$ cat config.mk
export PLATFORM = sky130hd
export DESIGN_NAME = sign_split_block_mean_decimator_unit
export DESIGN_NICKNAME = d
export VERILOG_FILES = /design/src/hdl/ssbmd_pkg.sv /design/src/hdl/ssbmd_fifo.sv /design/src/hdl/ssbmd_front.sv /design/src/hdl/ssbmd_back.sv /design/src/hdl/sign_split_block_mean_decimator_unit.sv
export SDC_FILE = /design/constraint.sdc
export NUM_CORES = 1
export LEC_CHECK = 0
export BUFFER_PORTS_ARGS = -buffer_cell sky130_fd_sc_hd__buf_2
export CAP_MARGIN = 20
export CELL_PAD_IN_SITES_DETAIL_PLACEMENT = 1
export CELL_PAD_IN_SITES_GLOBAL_PLACEMENT = 2
export CORE_UTILIZATION = 41
export CTS_BUF_LIST = sky130_fd_sc_hd__clkbuf_16
export CTS_CLUSTER_DIAMETER = 100
export DETAILED_ROUTE_END_ITERATION = 10
export PLACE_DENSITY = 0.81
export SYNTH_ARGS = -nofsm -noshare
export SYNTH_HDL_FRONTEND = slang
export SYNTH_HIERARCHICAL = 1
export SYNTH_SLANG_ARGS = --single-unit
$ cat constraint.sdc
create_clock -name clk -period 7.7 [get_ports clk]
set_input_delay 0.385 -clock clk [delete_from_list [all_inputs] [get_ports clk]]
set_output_delay 0.385 -clock clk [all_outputs]
set_load 0.05 [all_outputs]
$ cat src/hdl/ssbmd_pkg.sv
`timescale 1ns / 1ps
`default_nettype none

package ssbmd_pkg;

  // Default largest block size (samples per result)
  localparam int MAX_BLOCK_DEF = 65536;

  // Fixed field widths
  localparam int SAMPLE_W = 16;
  localparam int PMEAN_W  = 15;
  localparam int NMEAN_W  = 16;
  localparam int BS_W     = 17;

  // Stream data widths, padded to whole bytes
  localparam int IN_TDATA_W  = 16;
  localparam int OUT_TDATA_W = 32;

  // Configuration port
  localparam int CFG_ADDR_W = 3;
  localparam int CFG_DATA_W = 32;
  localparam int CFG_IDX_BIT = 2;
  localparam logic REG_BLOCK_SIZE = 1'b0;

  // Quotient bits per division; both means fit in 16 bits
  localparam int QW     = 16;
  localparam int STEP_W = $clog2(QW);

  // Queue between accumulator and divider
  localparam int FIFO_DEPTH = 2;
  localparam int FIFO_LVL_W = $clog2(FIFO_DEPTH + 1);

  typedef enum logic [1:0] {
    BK_IDLE,
    BK_DIV,
    BK_FIN
  } back_state_t;

endpackage

`default_nettype wire

$ cat src/hdl/ssbmd_fifo.sv
`timescale 1ns / 1ps
`default_nettype none

module ssbmd_fifo #(
  parameter int W = 8
) (
  input  wire logic                              clk,
  input  wire logic                              rst_n,
  input  wire logic                              push_valid,
  output logic                                   push_ready,
  input  wire logic [W-1:0]                      push_data,
  output logic                                   pop_valid,
  input  wire logic                              pop_ready,
  output logic [W-1:0]                           pop_data,
  output logic [ssbmd_pkg::FIFO_LVL_W-1:0]       level
);
  import ssbmd_pkg::*;

  localparam int PW = (FIFO_DEPTH > 1) ? $clog2(FIFO_DEPTH) : 1;

  logic [W-1:0]          mem [FIFO_DEPTH];
  logic [PW-1:0]         wr_ptr_r, wr_ptr_nxt;
  logic [PW-1:0]         rd_ptr_r, rd_ptr_nxt;
  logic [FIFO_LVL_W-1:0] cnt_r, cnt_nxt;
  logic                  do_push, do_pop;

  assign push_ready = (cnt_r != FIFO_LVL_W'(FIFO_DEPTH));
  assign pop_valid  = (cnt_r != '0);
  assign pop_data   = mem[rd_ptr_r];
  assign level      = cnt_r;
  assign do_push    = push_valid && push_ready;
  assign do_pop     = pop_valid && pop_ready;

  always_comb begin
    wr_ptr_nxt = wr_ptr_r;
    rd_ptr_nxt = rd_ptr_r;
    cnt_nxt    = cnt_r;
    if (do_push) begin
      wr_ptr_nxt = (wr_ptr_r == PW'(FIFO_DEPTH - 1)) ? '0 : wr_ptr_r + PW'(1);
    end
    if (do_pop) begin
      rd_ptr_nxt = (rd_ptr_r == PW'(FIFO_DEPTH - 1)) ? '0 : rd_ptr_r + PW'(1);
    end
    if (do_push && !do_pop) begin
      cnt_nxt = cnt_r + FIFO_LVL_W'(1);
    end else if (do_pop && !do_push) begin
      cnt_nxt = cnt_r - FIFO_LVL_W'(1);
    end
  end

  always_ff @(posedge clk) begin
    if (!rst_n) begin
      wr_ptr_r <= '0;
      rd_ptr_r <= '0;
      cnt_r    <= '0;
    end else begin
      wr_ptr_r <= wr_ptr_nxt;
      rd_ptr_r <= rd_ptr_nxt;
      cnt_r    <= cnt_nxt;
    end
  end

  always_ff @(posedge clk) begin
    if (do_push) begin
      mem[wr_ptr_r] <= push_data;
    end
  end

endmodule

`default_nettype wire

$ cat src/hdl/ssbmd_front.sv
`timescale 1ns / 1ps
`default_nettype none

// Sort samples by sign, accumulate, and push block totals at block end.
// Totals are packed {ncnt, nsum, pcnt, psum}, psum in the low bits.
module ssbmd_front #(
  parameter int MAX_BLOCK = ssbmd_pkg::MAX_BLOCK_DEF,
  parameter int CW        = $clog2(MAX_BLOCK + 1),
  parameter int QDW       = 4 * CW + ssbmd_pkg::PMEAN_W + ssbmd_pkg::SAMPLE_W
) (
  input  wire logic                                clk,
  input  wire logic                                rst_n,
  input  wire logic [CW-1:0]                       eff_size,
  input  wire logic                                s_valid,
  output logic                                     s_ready,
  input  wire logic signed [ssbmd_pkg::SAMPLE_W-1:0] s_sample,
  output logic                                     push_valid,
  input  wire logic                                push_ready,
  output logic [QDW-1:0]                           push_data
);
  import ssbmd_pkg::*;

  localparam int PSW = CW + PMEAN_W;
  localparam int NSW = CW + SAMPLE_W;

  logic [PSW-1:0]    psum_r, psum_add;
  logic [NSW-1:0]    nsum_r, nsum_add;
  logic [CW-1:0]     pcnt_r, pcnt_add;
  logic [CW-1:0]     ncnt_r, ncnt_add;
  logic [CW-1:0]     tot_r, tot_add;
  logic [SAMPLE_W:0] mag;
  logic              is_neg, accept, end_blk;

  assign s_ready = push_ready;
  assign accept  = s_valid && push_ready;
  assign is_neg  = s_sample[SAMPLE_W-1];
  // magnitude of a negative sample, up to 2^15
  assign mag     = (SAMPLE_W + 1)'(0) - {s_sample[SAMPLE_W-1], s_sample};
  assign end_blk = (tot_r >= eff_size - CW'(1));

  always_comb begin
    psum_add = psum_r;
    nsum_add = nsum_r;
    pcnt_add = pcnt_r;
    ncnt_add = ncnt_r;
    tot_add  = tot_r + CW'(1);
    if (is_neg) begin
      nsum_add = nsum_r + NSW'(mag);
      ncnt_add = ncnt_r + CW'(1);
    end else begin
      psum_add = psum_r + PSW'(s_sample[PMEAN_W-1:0]);
      pcnt_add = pcnt_r + CW'(1);
    end
  end

  assign push_valid = accept && end_blk;
  assign push_data  = {ncnt_add, nsum_add, pcnt_add, psum_add};

  always_ff @(posedge clk) begin
    if (!rst_n) begin
      psum_r <= '0;
      nsum_r <= '0;
      pcnt_r <= '0;
      ncnt_r <= '0;
      tot_r  <= '0;
    end else if (accept) begin
      if (end_blk) begin
        psum_r <= '0;
        nsum_r <= '0;
        pcnt_r <= '0;
        ncnt_r <= '0;
        tot_r  <= '0;
      end else begin
        psum_r <= psum_add;
        nsum_r <= nsum_add;
        pcnt_r <= pcnt_add;
        ncnt_r <= ncnt_add;
        tot_r  <= tot_add;
      end
    end
  end

endmodule

`default_nettype wire

$ cat src/hdl/ssbmd_back.sv
`timescale 1ns / 1ps
`default_nettype none

// Two restoring dividers, one quotient bit per cycle each, then an
// output register.
module ssbmd_back #(
  parameter int MAX_BLOCK = ssbmd_pkg::MAX_BLOCK_DEF,
  parameter int CW        = $clog2(MAX_BLOCK + 1),
  parameter int QDW       = 4 * CW + ssbmd_pkg::PMEAN_W + ssbmd_pkg::SAMPLE_W
) (
  input  wire logic                                 clk,
  input  wire logic                                 rst_n,
  input  wire logic                                 pop_valid,
  output logic                                      pop_ready,
  input  wire logic [QDW-1:0]                       pop_data,
  output logic                                      out_valid,
  input  wire logic                                 out_ready,
  output logic [ssbmd_pkg::OUT_TDATA_W-1:0]         out_data
);
  import ssbmd_pkg::*;

  localparam int PSW = CW + PMEAN_W;
  localparam int NSW = CW + SAMPLE_W;
  localparam int DW  = CW + QW;
  localparam logic [STEP_W-1:0] STEP_LAST = STEP_W'(QW - 1);

  back_state_t state_r, state_nxt;

  logic [PSW-1:0]    in_psum;
  logic [NSW-1:0]    in_nsum;
  logic [CW-1:0]     in_pcnt, in_ncnt;
  logic [DW-1:0]     pext, next;

  logic [CW-1:0]     prem_r, nrem_r, pdiv_r, ndiv_r;
  logic [QW-1:0]     plo_r, nlo_r;
  logic              pzero_r, nzero_r;
  logic [STEP_W-1:0] step_r;

  logic [CW:0]       prem_sh, nrem_sh, pdiff, ndiff;
  logic              pge, nge;

  logic              load, run, fin_wr;
  logic              out_valid_r;
  logic [OUT_TDATA_W-1:0] out_data_r;
  logic [PMEAN_W-1:0]     pmean;
  logic [NMEAN_W-1:0]     nmean;

  assign {in_ncnt, in_nsum, in_pcnt, in_psum} = pop_data;
  assign pext = DW'(in_psum);
  assign next = DW'(in_nsum);

  // Next state
  always_comb begin
    state_nxt = state_r;
    case (state_r)
      BK_IDLE: if (pop_valid) state_nxt = BK_DIV;
      BK_DIV:  if (step_r == STEP_LAST) state_nxt = BK_FIN;
      BK_FIN:  if (!out_valid_r || out_ready) state_nxt = BK_IDLE;
      default: state_nxt = BK_IDLE;
    endcase
  end

  // Outputs
  always_comb begin
    pop_ready = 1'b0;
    load      = 1'b0;
    run       = 1'b0;
    fin_wr    = 1'b0;
    case (state_r)
      BK_IDLE: begin
        pop_ready = 1'b1;
        load      = pop_valid;
      end
      BK_DIV: begin
        run = 1'b1;
      end
      BK_FIN: begin
        fin_wr = !out_valid_r || out_ready;
      end
      default: begin
        pop_ready = 1'b0;
      end
    endcase
  end

  // One restoring step per divider
  assign prem_sh = {prem_r, plo_r[QW-1]};
  assign nrem_sh = {nrem_r, nlo_r[QW-1]};
  assign pdiff   = prem_sh - {1'b0, pdiv_r};
  assign ndiff   = nrem_sh - {1'b0, ndiv_r};
  assign pge     = !pdiff[CW];
  assign nge     = !ndiff[CW];

  assign pmean = pzero_r ? '0 : plo_r[PMEAN_W-1:0];
  assign nmean = nzero_r ? '0 : NMEAN_W'(0) - nlo_r[NMEAN_W-1:0];

  always_ff @(posedge clk) begin
    if (!rst_n) begin
      state_r     <= BK_IDLE;
      out_valid_r <= 1'b0;
      step_r      <= '0;
    end else begin
      state_r <= state_nxt;
      if (fin_wr) begin
        out_valid_r <= 1'b1;
      end else if (out_ready) begin
        out_valid_r <= 1'b0;
      end
      if (load) begin
        step_r <= '0;
      end else if (run) begin
        step_r <= step_r + STEP_W'(1);
      end
    end
  end

  always_ff @(posedge clk) begin
    if (load) begin
      prem_r  <= pext[DW-1:QW];
      plo_r   <= pext[QW-1:0];
      nrem_r  <= next[DW-1:QW];
      nlo_r   <= next[QW-1:0];
      pdiv_r  <= in_pcnt;
      ndiv_r  <= in_ncnt;
      pzero_r <= (in_pcnt == '0);
      nzero_r <= (in_ncnt == '0);
    end else if (run) begin
      prem_r <= pge ? pdiff[CW-1:0] : prem_sh[CW-1:0];
      plo_r  <= {plo_r[QW-2:0], pge};
      nrem_r <= nge ? ndiff[CW-1:0] : nrem_sh[CW-1:0];
      nlo_r  <= {nlo_r[QW-2:0], nge};
    end
    if (fin_wr) begin
      out_data_r <= OUT_TDATA_W'({nmean, pmean});
    end
  end

  assign out_valid = out_valid_r;
  assign out_data  = out_data_r;

endmodule

`default_nettype wire

$ cat src/hdl/sign_split_block_mean_decimator_unit.sv
`timescale 1ns / 1ps
`default_nettype none

// Sign-split block mean decimator.
// Throughput: one sample per cycle into the accumulator while the queue has room;
//   the divider back end takes one block at a time (load, 16 quotient bits, result write).
// Path from the transaction that ends a block to out_tvalid: queue, load, division, output register.
// Reset (synchronous, rst_n low): clears sums, counts, queue and output valid;
//   block_size returns to 1.
module sign_split_block_mean_decimator_unit #(
  parameter int MAX_BLOCK = ssbmd_pkg::MAX_BLOCK_DEF
) (
  input  wire logic                              clk,
  input  wire logic                              rst_n,
  // sample_value[15:0]
  input  wire logic                              in_tvalid,
  output logic                                   in_tready,
  input  wire logic [ssbmd_pkg::IN_TDATA_W-1:0]  in_tdata,
  // positive_mean[14:0], negative_mean[30:15], zero [31]
  output logic                                   out_tvalid,
  input  wire logic                              out_tready,
  output logic [ssbmd_pkg::OUT_TDATA_W-1:0]      out_tdata,
  // configuration port
  input  wire logic                              cfg_psel,
  input  wire logic                              cfg_penable,
  input  wire logic                              cfg_pwrite,
  input  wire logic [ssbmd_pkg::CFG_ADDR_W-1:0]  cfg_paddr,
  input  wire logic [ssbmd_pkg::CFG_DATA_W-1:0]  cfg_pwdata,
  output logic [ssbmd_pkg::CFG_DATA_W-1:0]       cfg_prdata,
  output logic                                   cfg_pready
);
  import ssbmd_pkg::*;

  localparam int CW  = $clog2(MAX_BLOCK + 1);
  localparam int QDW = 4 * CW + PMEAN_W + SAMPLE_W;
  localparam int EW  = (BS_W > CW) ? BS_W : CW;

  logic [BS_W-1:0]       block_size_r;
  logic [EW-1:0]         bs_ext, eff_ext;
  logic [CW-1:0]         eff_size;
  logic                  cfg_wr;

  logic                  push_valid, push_ready;
  logic [QDW-1:0]        push_data;
  logic                  pop_valid, pop_ready;
  logic [QDW-1:0]        pop_data;
  logic [FIFO_LVL_W-1:0] q_level;

  // Register access: write on the access phase, reads are zero-wait
  assign cfg_pready = 1'b1;
  assign cfg_wr     = cfg_psel && cfg_penable && cfg_pwrite && cfg_pready
                      && (cfg_paddr[CFG_IDX_BIT] == REG_BLOCK_SIZE);

  always_ff @(posedge clk) begin
    if (!rst_n) begin
      block_size_r <= BS_W'(1);
    end else if (cfg_wr) begin
      block_size_r <= cfg_pwdata[BS_W-1:0];
    end
  end

  assign cfg_prdata = (cfg_paddr[CFG_IDX_BIT] == REG_BLOCK_SIZE)
                      ? CFG_DATA_W'(block_size_r) : '0;

  // Effective block size: zero acts as one, large values clamp to MAX_BLOCK
  assign bs_ext = EW'(block_size_r);
  always_comb begin
    if (bs_ext == '0) begin
      eff_ext = EW'(1);
    end else if (bs_ext > EW'(MAX_BLOCK)) begin
      eff_ext = EW'(MAX_BLOCK);
    end else begin
      eff_ext = bs_ext;
    end
  end
  assign eff_size = eff_ext[CW-1:0];

  // Front end: sort and accumulate, hand block totals to the queue
  ssbmd_front #(
    .MAX_BLOCK (MAX_BLOCK),
    .CW        (CW),
    .QDW       (QDW)
  ) u_front (
    .clk        (clk),
    .rst_n      (rst_n),
    .eff_size   (eff_size),
    .s_valid    (in_tvalid),
    .s_ready    (in_tready),
    .s_sample   (in_tdata[SAMPLE_W-1:0]),
    .push_valid (push_valid),
    .push_ready (push_ready),
    .push_data  (push_data)
  );

  // Short queue: lets the accumulator keep taking samples while dividing
  ssbmd_fifo #(
    .W (QDW)
  ) u_fifo (
    .clk        (clk),
    .rst_n      (rst_n),
    .push_valid (push_valid),
    .push_ready (push_ready),
    .push_data  (push_data),
    .pop_valid  (pop_valid),
    .pop_ready  (pop_ready),
    .pop_data   (pop_data),
    .level      (q_level)
  );

  // Back end: divide both sums by their counts, hold the result
  ssbmd_back #(
    .MAX_BLOCK (MAX_BLOCK),
    .CW        (CW),
    .QDW       (QDW)
  ) u_back (
    .clk       (clk),
    .rst_n     (rst_n),
    .pop_valid (pop_valid),
    .pop_ready (pop_ready),
    .pop_data  (pop_data),
    .out_valid (out_tvalid),
    .out_ready (out_tready),
    .out_data  (out_tdata)
  );

  // Queue never holds more than its depth
  a_q_level: assert property (@(posedge clk) disable iff (!rst_n)
    q_level <= FIFO_LVL_W'(FIFO_DEPTH))
    else $error("queue level above depth");

  // Input stalls only when the queue is full
  a_stall_full: assert property (@(posedge clk) disable iff (!rst_n)
    !in_tready |-> (q_level == FIFO_LVL_W'(FIFO_DEPTH)))
    else $error("input stalled with room in queue");

  // Negative mean is zero or negative
  a_neg_sign: assert property (@(posedge clk) disable iff (!rst_n)
    out_tvalid |-> (out_tdata[30] || (out_tdata[30:15] == '0)))
    else $error("negative mean has wrong sign");

  // No result right after reset
  a_rst_out: assert property (@(posedge clk)
    !rst_n |=> !out_tvalid)
    else $error("result valid after reset");

endmodule

`default_nettype wire
# ---- Word level (Yosys, flattened, before mapping)
# Memory sizes are Yosys's and may differ from the RTL's. A register that Yosys moved wholly into a read port is not among the register bits.
# Index checks and enable logic that the tools add are counted.
dict set report op_classes {
  addsub 15
  n_lt_le_gt_ge 2
  eq_ne 7
  muxes 40
  n_bitwise 2
  n_reduce_logical 25
}
# operator n
set op_table {}
lappend op_table {{$mux W17} 12}
lappend op_table {{$mux W16} 6}
lappend op_table {{$mux W33} 2}
lappend op_table {{$mux W32} 2}
lappend op_table {{$add A17 B1 Y17 const B} 3}
lappend op_table {{$logic_not A17 Y1} 3}
lappend op_table {{$sub A18 B17 Y18} 2}
lappend op_table {{$add A33 B17 Y33} 1}
lappend op_table {{$add A32 B15 Y32} 1}
lappend op_table {{$ge A17 B17 Y1} 1}
lappend op_table {{$gt A17 B17 Y1 const B} 1}
lappend op_table {{$sub A1 B16 Y17 const A} 1}
lappend op_table {{$sub A17 B1 Y17 const B} 1}
lappend op_table {{$sub A1 B16 Y16 const A} 1}
lappend op_table {{$mux W1} 12}
lappend op_table {{$mux W2} 5}
lappend op_table {{$logic_and A1 B1 Y1} 9}
lappend op_table {{$reduce_bool A2 Y1} 4}
lappend op_table {{$ne A2 B1 Y1 const B} 3}
lappend op_table {{$pmux W2 S3} 1}
lappend op_table {{$logic_not A1 Y1} 5}
lappend op_table {{$add A4 B1 Y4 const B} 1}
lappend op_table {{$eq A4 B4 Y1 const B} 1}
lappend op_table {{$reduce_and A3 Y1} 1}
lappend op_table {{other kinds (10)} 12}
dict set report totals {
  ff_bits 277
  ramBits 198
  inputBits 58
  output_inout_bits 67
  wordCells 115
  memories 1
}
# memory words width rd rd_ports_with_merged_regs write_ports line_no
set mem_list {}
lappend mem_list {u_fifo.mem 2 99 1 1 1 ssbmd_fifo.sv:21} ;# logic [W-1:0] mem [FIFO_DEPTH];

# ---- Depth between registers and ports, before layout
# Gate-level depths: netlist of run 1.
dict set report logic_depth {
  ltp_word 11
  depth_mapped 23
  depth_no_buf 21
}

# ---- Cells and area by module
# The synthesis of run 1 kept the hierarchy.
# module n_inst cells_per_inst area_each_um2 seq_area_each_um2
set by_module_without_submodules {}
lappend by_module_without_submodules {ssbmd_front 1 1108 8630.8 2322.2}
lappend by_module_without_submodules {ssbmd_back 1 778 7933.9 4124.0}
lappend by_module_without_submodules {ssbmd_fifo 1 332 7414.6 6045.8}
lappend by_module_without_submodules {sign_split_block_mean_decimator_unit 1 134 1131.1 340.3}

# ---- Worst setup path before layout of run 1
# Ideal clock, no wire load.
dict set report synth_timing {
  kind {register to register}
  startpoint {reg block_size_r[16]}
  endpoint {mem u_fifo/mem[1][0] in the netlist's numbering (enable)}
  setup_time_ps 469
  arrival_ps 6132
  required_time_ps 7231
  path_slack_ps 1098
  path_stages_with_launch 19
  n_path_buf 2
  period_less_slack_ps 6602
  path_cell_list {dfxtp_1 > inv_1 > a41oi_4 > nor2b_1 > or4_1 > nor2_1 > nand2_1 > or4_1 > nor3_1 > xnor2_1 > ha_1 > nand4_1 > nor2_1 > o311ai_1 > and3_1 > clkbuf_1 > buf_2 > nor2_1 > and3_1}
}
dict set report synth_between {
  elab_chain_cells 9
  word_cells_on_any_way 10
  classes_between {1 x add/sub; 2 x order compare; 4 x mux; 3 x reduce/logical}
}
# element line_no
set synth_lines {}
lappend synth_lines {{start: declaration} sign_split_block_mean_decimator_unit.sv:38} ;# logic [BS_W-1:0] block_size_r;
lappend synth_lines {{start signal: assignment} sign_split_block_mean_decimator_unit.sv:58} ;# block_size_r <= cfg_pwdata[BS_W-1:0];
lappend synth_lines {{$gt A17 B17 Y1} sign_split_block_mean_decimator_unit.sv:70} ;# end else if (bs_ext > EW'(MAX_BLOCK)) begin
lappend synth_lines {{$mux W17} sign_split_block_mean_decimator_unit.sv:70}
lappend synth_lines {{$mux W17 (*)} sign_split_block_mean_decimator_unit.sv:68} ;# if (bs_ext == '0) begin
lappend synth_lines {{net eff_ext[4]} sign_split_block_mean_decimator_unit.sv:39} ;# logic [EW-1:0] bs_ext, eff_ext;
lappend synth_lines {{$sub A17 B1 Y17 (*)} ssbmd_front.sv:39} ;# assign end_blk = (tot_r >= eff_size - CW'(1));
lappend synth_lines {{$ge A17 B17 Y1 (*)} ssbmd_front.sv:39}
lappend synth_lines {{$logic_and A1 B1 Y1 (*)} ssbmd_front.sv:56} ;# assign push_valid = accept && end_blk;
lappend synth_lines {{net push_valid} sign_split_block_mean_decimator_unit.sv:43} ;# logic push_valid, push_ready;
lappend synth_lines {{$logic_and A1 B1 Y1 (*)} ssbmd_fifo.sv:31} ;# assign do_push = push_valid && push_ready;
lappend synth_lines {{$mux W1 (*)} ssbmd_fifo.sv:64} ;# if (do_push) begin
lappend synth_lines {{$mux W1 (implied by the code) (*)} ssbmd_fifo.sv:65} ;# mem[wr_ptr_r] <= push_data;
lappend synth_lines {{end: declaration} ssbmd_fifo.sv:21}
# Mark *: on every way through the listed nets, which the timed path passes. The rest lies on a longest branch.

# ---- Worst setup path after layout of run 1
dict set report layout_timing {
  startpoint {reg block_size_r[16]}
  endpoint {mem u_fifo/mem[0][2] in the netlist's numbering (enable)}
}
# The elaborated chain is that of the path after synthesis.

==> results summary, run 1 <==
The flow ran to the end, and the final reports show no timing, DRC or antenna violations. The number of top-level design ports came out at 125. The total vias in the final route came out at 18000. The startpoint identified for the worst register-to-register timing path is block_size_r[16]$_SDFFE_PN0P_. The total track usage is 21.0%.

The instance count on the critical path came out at 18. The number of sinks driven by the clock tree came out at 476. The highest ir drop seen on vdd is 231 uV.

After detailed routing, the average wire length per cell comes to 20.5 um. The layout has 6534 filler cells. In the layout the commonest cells are edfxtp_1 (330), nand2_1 (302), dfxtp_1 (145). The synthesized netlist devotes 5.93% of its cell area to XOR and XNOR gates. The global-route wire length before repair is 105000 um.

The setup total negative slack came out at 0 ns. Once detailed placement completed, the half-perimeter wirelength came to 46700 um. The initial antenna violation count was 1.

The worst-case headroom to the max-slew limit came out at 29.0%. The area overhead of the layout relative to synthesis is 11.1%. The pre-CTS setup slack is 1.84 ns. The share of synthesized flip-flops with an asynchronous set or reset came out at 0%.

The number of setup buffers added after CTS is 0. The post-route netlist has 14.4% of its cells at a drive strength greater than 1. Buffers inserted during clock tree synthesis total 50. In the post-synthesis netlist, the biggest area contributors are edfxtp_1 (39%), dfxtp_1 (12%), mux2_2 (4.8%). For hold timing, the worst endpoint is block_size_r[13]$_SDFFE_PN0P_. The proportion of synthesized area in mux cells came out at 6.14%. The number of optimization iterations in the first detailed-route pass is 5. The number of flops mapped to enable cells by yosys came out at 330. The tree is rooted in a clkbuf_16. The type of the tightest min-delay check is in2reg. Summing every instance area after synthesis gives 25100 sq um.

The startpoint type of the worst setup path is a register. The standard cell core area is 60500 sq um. The synthesized design spends more area on one cell type than any other, namely edfxtp_1. The number of maximum-capacitance constraint violations is 0. The initial detailed-routing violation count came out at 1028. The worst hold path begins at cfg_pwdata[13]. The synthesized flop and latch total came out at 476. The post-synthesis area per instance is 10.7 sq um. The number of hold violations in the final report came out at 0. The kind of end point of the critical path is a register. The minimum clock period came out at 5.97 ns. The required time of the critical path is 7.95 ns. The final worst-path setup slack is 1.73 ns. The post-detailed-route via-to-cell ratio came out at 5.57.

The share of the Yosys chip area taken by registers is 51.1%. The vertical die dimension is 249 um. The number of cells on the worst reg-to-reg path is 18. The minimum setup slack among reg-to-reg paths is 1.73 ns. The TritonCTS clock tree is yes.

The level count of the clock H-tree is 2. The final worst-path cycle share is 77.5%. For the final database, setup skew stands at 0.0221 ns. The library cell used most frequently in the layout, excluding fill and tap cells, is edfxtp_1. The count of nets left with antenna violations once routing finished came out at 0. The endpoint identified for the worst register-to-register timing path is u_fifo/mem[0][2]$_DFFE_PP_.

The slew at the pin closest to its max-slew limit is 1.07 ns. The final routed DRC violation total came out at 0. The area share of the leading cell type in the synthesized netlist is 39.5%. The cell family with the largest share of critical-path delay is simple AND/OR/NAND/NOR gates. No sink is reached through more buffers than the 3 on the longest clock path.

The maximum fanout encountered on the critical timing path came out at 50. Setup violations remaining at the end of the flow were counted as 0. The power density relative to cell area is 364 nW/um^2. The register clock-pin slew on the reported worst setup and hold paths is 0.06 ns.

Among the stages of the critical path, the cell type that occurs most often is nor2_1. Yosys printed 6 warnings. The standby leakage power came out at 10.5 nW.

The delay of the slowest critical-path stage is 0.58 ns. For the worst setup path, the data arrival time is 6.22 ns. At the end of routability-driven placement, the weighted congestion stood at 0.850. The remaining global-route overflow is 0. The number of pins exceeding their max-slew limit in the final report is 0. The number of global-route vias before repair came out at 18900.

The maximum clock rate is 0.168 GHz. Walking the worst path, the cells encountered are inv_1, a41oi_4, nor2b_1, or4_1, nor2_1, nand2_1, or4_1, nor3_1, xnor2_1, ha_1, nand4_1, nor2_1, o311ai_1, and3_1, nor2_1, nand3b_1, inv_4, buf_12. By area, the combinational part of the netlist is dominated by simple AND/OR/NAND/NOR gates. The adder-cell share of the synthesized area came out at 4.85%. The power after layout came out at 10.1 mW. The pin count of the biggest net entering global routing is 100. The post-synthesis simple-gate area fraction is 16.3%. The die outline area is 62200 sq um. Setup repair after global routing left no endpoint under its margin. For this configuration, the core starts out at a cell density of 41.5%. The slowest cell on the critical path is or4_1. The total buffers and inverters traversed by the critical path is 3. The overall routed net length is 66200 um.

The count of buffers inserted at the top-level ports is 90. By startpoint and endpoint, the worst setup path is classified as reg2reg. The die span in x is 249 um. The floorplan has 90 rows. The number of cells produced by synthesis is 2352. The compound-gate portion of the synthesized area came out at 12.2%. Counting instances, the worst hold path has a depth of 3. The number of distinct library cell variants in the gate-level netlist after synthesis is 95.

The final layout net count came out at 2563. The clock latency of the later-clocked register in the worst-skew pair is 0.60 ns. The most used flip-flop cell after synthesis is edfxtp_1.
[timing repair]
action,in CTS,in global routing
gates resized for setup,0,0
hold buffers,1,0
endpoints found under the hold margin,1,0
endpoints found under the setup margin,0,0
[worst reg2reg max path: cells and delay by family, from the launching register on]
kind | cells | cell delay, ns
simple gates | 11 | 2.95
buf+inv | 3 | 1.12
compound gates | 2 | 0.59
flops | 1 | 0.50
fa+ha+maj | 1 | 0.31
xor+xnor | 1 | 0.11
[how the worst max path moves through the flow]
| stage | from | to | slack [ns] |
|---|---|---|---|
| floorplan | block_size_r[16]$_SDFFE_PN0P_ | u_fifo/mem[1][0]$_DFFE_PP_ | 1.10 |
| global placement | block_size_r[16]$_SDFFE_PN0P_ | u_fifo/mem[0][1]$_DFFE_PP_ | 1.98 |
| detailed placement | block_size_r[16]$_SDFFE_PN0P_ | u_fifo/mem[0][1]$_DFFE_PP_ | 1.84 |
| CTS | block_size_r[16]$_SDFFE_PN0P_ | u_fifo/mem[0][2]$_DFFE_PP_ | 1.78 |
| global route | block_size_r[16]$_SDFFE_PN0P_ | u_fifo/mem[0][50]$_DFFE_PP_ | 1.22 |
| finish | block_size_r[16]$_SDFFE_PN0P_ | u_fifo/mem[0][2]$_DFFE_PP_ | 1.73 |
[layout make-up]
class,count,area (sq um),share of cell area (%)
clock buffer,51,1280,4.58
antenna,1,2.50,0.00897
inverter,67,255,0.915
clock inverter,43,397,1.42
timing repair buffer,111,636,2.28
sequential,476,12800,46.0
tap,782,978,3.51
multi-input combinational,1704,11500,41.3
[cells by family after synthesis]
| kind of cell | count (synthesis) |
|---|---|
| fa+ha+maj | 95 |
| flops | 476 |
| buf+inv | 186 |
| other cells | 3 |
| xor+xnor | 170 |
| simple gates | 822 |
| mux | 135 |
| compound gates | 465 |
[cell usage after synthesis, types with 18 or more instances]
master and n:
a21o_1 40, a21oi_1 114, a22o_1 20, a31oi_1 40, and3_1 35, buf_2 23, buf_4 18, clkbuf_1 56
dfxtp_1 146, edfxtp_1 330, ha_1 91, inv_1 65, mux2_2 108, nand2_1 305, nand3_1 93, nand4_1 38
nor2_1 131, nor2b_1 50, nor3_1 31, nor4_1 24, o21ai_0 73, o21ai_1 36, xnor2_1 101, xor2_1 69
[power breakdown]
part           internal, mW  leakage, nW  switching [mW]  total, mW
Sequential             3.43         4.17           0.263       3.69
Clock                  1.41        0.859            1.04       2.45
Combinational          1.51         5.43            2.49       4.00
[state kept, by name, summed over array words and instances, names as in the netlist, 4 cells and up, named ones only]
name and cells:
block_size_r 17, u_back/ndiv_r 17, u_back/nlo_r 16, u_back/nrem_r 17, u_back/out_data 31, u_back/pdiv_r 17, u_back/plo_r 16, u_back/prem_r 17
u_back/step_r 4, u_fifo/mem 198, u_front/ncnt_r 17, u_front/nsum_r 33, u_front/pcnt_r 17, u_front/psum_r 32, u_front/tot_r 17
[stage by stage]
stage	util, %	instances	instance area, sq um	hold WS, ns
2_1_floorplan	-	2366	25200	0.445
3_3_place_gp	43.3	3139	26200	0.454
3_5_place_dp	43.3	3139	26200	0.467
4_1_cts	46.1	3234	27900	0.00384
5_1_grt	46.1	3234	27900	0.0192
6_report	46.1	3235	27900	0.0287
[routing by layer]
layer	wire length [um]	GRT usage (%)	vias to the layer above
li1	-	-	8682
met1	31900	29.0	9072
met2	31500	35.4	220
met3	1920	2.57	57
met4	913	4.50	0
met5	0	0	-
Power figures use the tool's default switching activity.
==> inputs of run 2 (changes only) <==
clock period = 5.84 ns   (was 7.7 ns; I/O delays follow)
==> run 2 against run 1 <==
  * Global-route usage up 0.31 points
  * Fmax rose by 16%
  * Critical path type unchanged
  * Highest routed layer unchanged
  * Largest power group unchanged
  * Sequential power rose by 33%
  * Clock skew rose by 0.014 ns
  * Via count grew 0.54%
  * Hold slack improved by 0.053 ns
  * Clock power rose by 37%
  * Setup slack got worse by 1.1 ns
  * Non-clock buffer count up 36
  * Die area did not move
  * Utilization increased by 0.73 points
  * Count of clock-buffer cells in the layout grew 1
==> results summary, run 2 (synthesis gave the netlist of run 1 again) <==
The run finished with clean final reports. The slew at the pin closest to its max-slew limit came out at 1.09 ns. The number of maximum-capacitance constraint violations is 0.

Ranked by flip-flop count, first place goes to u_fifo/mem. Grouping stages by cell kind, the critical path spends the most delay in simple AND/OR/NAND/NOR gates. The commonest non-fill, non-tap cell in the layout is edfxtp_1.

No sink is reached through more buffers than the 3 on the longest clock path. The starting density of the core is 41.5%. The worst path uses 88.4% of the clock period. The most repeated library cell on the critical path is nor2_1.

The minimum setup slack among reg-to-reg paths is 0.68 ns. Leaving out fill and tap cells, the most frequent cells in the layout are edfxtp_1 (330), nand2_1 (302), dfxtp_1 (145). The switching power of the nets came out at 5.04 mW. The initial antenna violation count is 1.

The area overhead of the layout relative to synthesis came out at 12.8%. The overall routed net length came out at 67000 um. The register area is 12800 sq um. For this design the static power due to leakage is 10.7 nW. The final layout net count came out at 2601. In the final layout, the multi-input gates occupy 11500 sq um. The power share of the sequential group is 36.1%.

The slowest cell on the critical path is or4_1. The total track usage came out at 21.3%. The kind of critical path is reg2reg. Summing over every cut layer, the via total after detailed routing is 18100. For this run the aggregate overflow at the end of global routing stands at 0.

The global-route wire length before repair came out at 106000 um. The largest clock skew in the final design came out at 0.0361 ns. The final-layout fill cell count is 6543. In this run the worst hold path is classified as in2reg.

The number of top-level design ports came out at 125. The worst-case headroom to the max-slew limit came out at 27.3%. The pin count of the biggest net entering global routing is 59. The die outline area is 62200 sq um. CTS saw 476 sinks. The number of nets with antenna violations after detailed routing is 0. The worst path arrival time came out at 5.45 ns. Setup violations remaining at the end of the flow were counted as 0. The switching fraction of total power came out at 37.2%. The number of hold violations in the final report is 0.

The post-cts sizing count is 0. The final routed DRC violation total came out at 0. The register with the most flip-flops in the layout has 198 of them. The highest ir drop seen on vdd came out at 248 uV. The post-detailed-route via-to-cell ratio is 5.54. The critical path goes through nor4_4, a41oi_4, nor2b_1, or4_1, nor2_1, nand2_1, nor3_1, nand2b_1, nor4_1, xnor2_1, ha_1, nand4_1, nor2_1, o311ai_1, and3_1, nor2_1, and3_4, buf_12. The vertical die dimension came out at 249 um. The total clock buffers created by CTS came out at 52. The initial detailed-routing violation count came out at 979. The worst path needs 5.16 ns of the cycle, external delays included. Setup repair after global routing left no endpoint under its margin.

The level count of the clock H-tree came out at 2. For this run, the top clock speed supported by timing is 0.194 GHz. The detail-routed net length per standard cell came out at 20.5 um. The count of buffers inserted at the top-level ports is 90. The register clock-pin slew on the reported worst setup and hold paths is 0.06 ns.

The root buffer cell chosen for the clock tree is clkbuf_16. In this run the core area contains 90 standard-cell rows. The number of pins exceeding their max-slew limit in the final report is 0.

The internal power contribution came out at 8.52 mW. The clock latency of the later-clocked register in the worst-skew pair came out at 0.62 ns. Of the cells placed in the final design, the portion with a size suffix greater than 1 is 15.0%. The maximum fanout encountered on the critical timing path is 50. The largest registers in the layout are u_fifo/mem (198), u_front/nsum_r (33), u_front/psum_r (32).

Data on the critical path is required at its endpoint by 6.12 ns. The largest single stage delay on the critical path is 0.57 ns. STA classifies the critical path startpoint as a register. The HPWL reported at the end of detailed placement is 47400 um. Of the total power, combinational logic draws 39.2%.

The number of optimization iterations in the first detailed-route pass came out at 5. The power density relative to cell area came out at 479 nW/um^2. Summed over all failing endpoints, the final setup total negative slack is 0 ns. The standard cell core area came out at 60500 sq um. The final RePlAce weighted congestion is 0.846. The kind of end point of the critical path is a register.

The cell count after placement is 3153. Counting both buffers and inverters, the worst setup path holds a total of 1. The number of global-route vias before repair came to 18900.

The TritonCTS clock tree is yes. Leaving out filler cells and counting taps, the final layout contains 3275. The die span in x is 249 um. In this run, the clock network consumes 24.7% of the power.
## run 2: changes by cell type in the layout (fill, tap and decap cells not counted), sizes merged, moves of 2 or more
cell	change
inv	+4
clkinv	-4
buf	+20
dlygate4sd3	+16
clkinvlp	+2
## run 2: power by group through the flow
stage	logic (mW)	clock network, mW	registers (mW)
floorplan	3.96	0	4.80
global placement	5.11	0	4.94
detailed placement	5.26	0	4.97
CTS	5.32	3.44	4.90
global route	5.83	3.55	4.96
finish	5.32	3.35	4.89
## run 2: layer usage
| metal | GRT usage (%) | routed length, um | part of all wire [%] | vias up |
|---|---|---|---|---|
| li1 | - | - | - | 8766 |
| met1 | 27.9 | 30300 | 45 | 9019 |
| met5 | 0 | 0 | 0 | - |
| met3 | 2.80 | 2340 | 3.5 | 85 |
| met4 | 5.59 | 1400 | 2.1 | 0 |
| met2 | 37.2 | 33000 | 49 | 258 |
## run 2: final timing paths
path	from	to	depth (start not counted)
max	block_size_r[3]$_SDFFE_PN0P_	u_fifo/mem[1][54]$_DFFE_PP_	18
min	in_tvalid	u_front/pcnt_r[10]$_SDFFE_PN0P_	4
max reg2reg	block_size_r[3]$_SDFFE_PN0P_	u_fifo/mem[1][54]$_DFFE_PP_	18
min reg2reg	u_front/nsum_r[0]$_SDFFE_PN0P_	u_front/nsum_r[0]$_SDFFE_PN0P_	2
## run 2: tightest hold or removal path, cell delays in order
cell     delay, ns
buf_2         0.10
nand2_2       0.11
nand2_1       0.09
a21oi_1       0.05
## run 2: area by class of cell
class,count,share of cell area [%]
antenna,1,0.00883
clock buffer,52,4.59
clock inverter,46,1.55
inverter,67,0.905
multi-input combinational,1704,40.6
sequential,476,45.3
tap,782,3.45
timing repair buffer,147,3.56
## run 2: per-stage QoR
stage	worst slack (ns)	instance area, sq um	util, %	power [mW]	hold slack [ns]
2_1_floorplan	0.00134	25200	-	8.76	0.414
3_3_place_gp	0.696	26400	43.6	10.1	0.453
3_5_place_dp	0.593	26400	43.6	10.2	0.469
4_1_cts	0.549	28300	46.7	13.7	0.0572
5_1_grt	0.122	28300	46.8	14.3	0.0867
6_report	0.675	28300	46.8	13.6	0.0819
## run 2: repair_timing
item / in CTS / in global routing
hold buffers: 17 / 0
endpoints found under the setup margin: 0 / 26
endpoints found under the hold margin: 17 / 0
setup buffers: 0 / 6
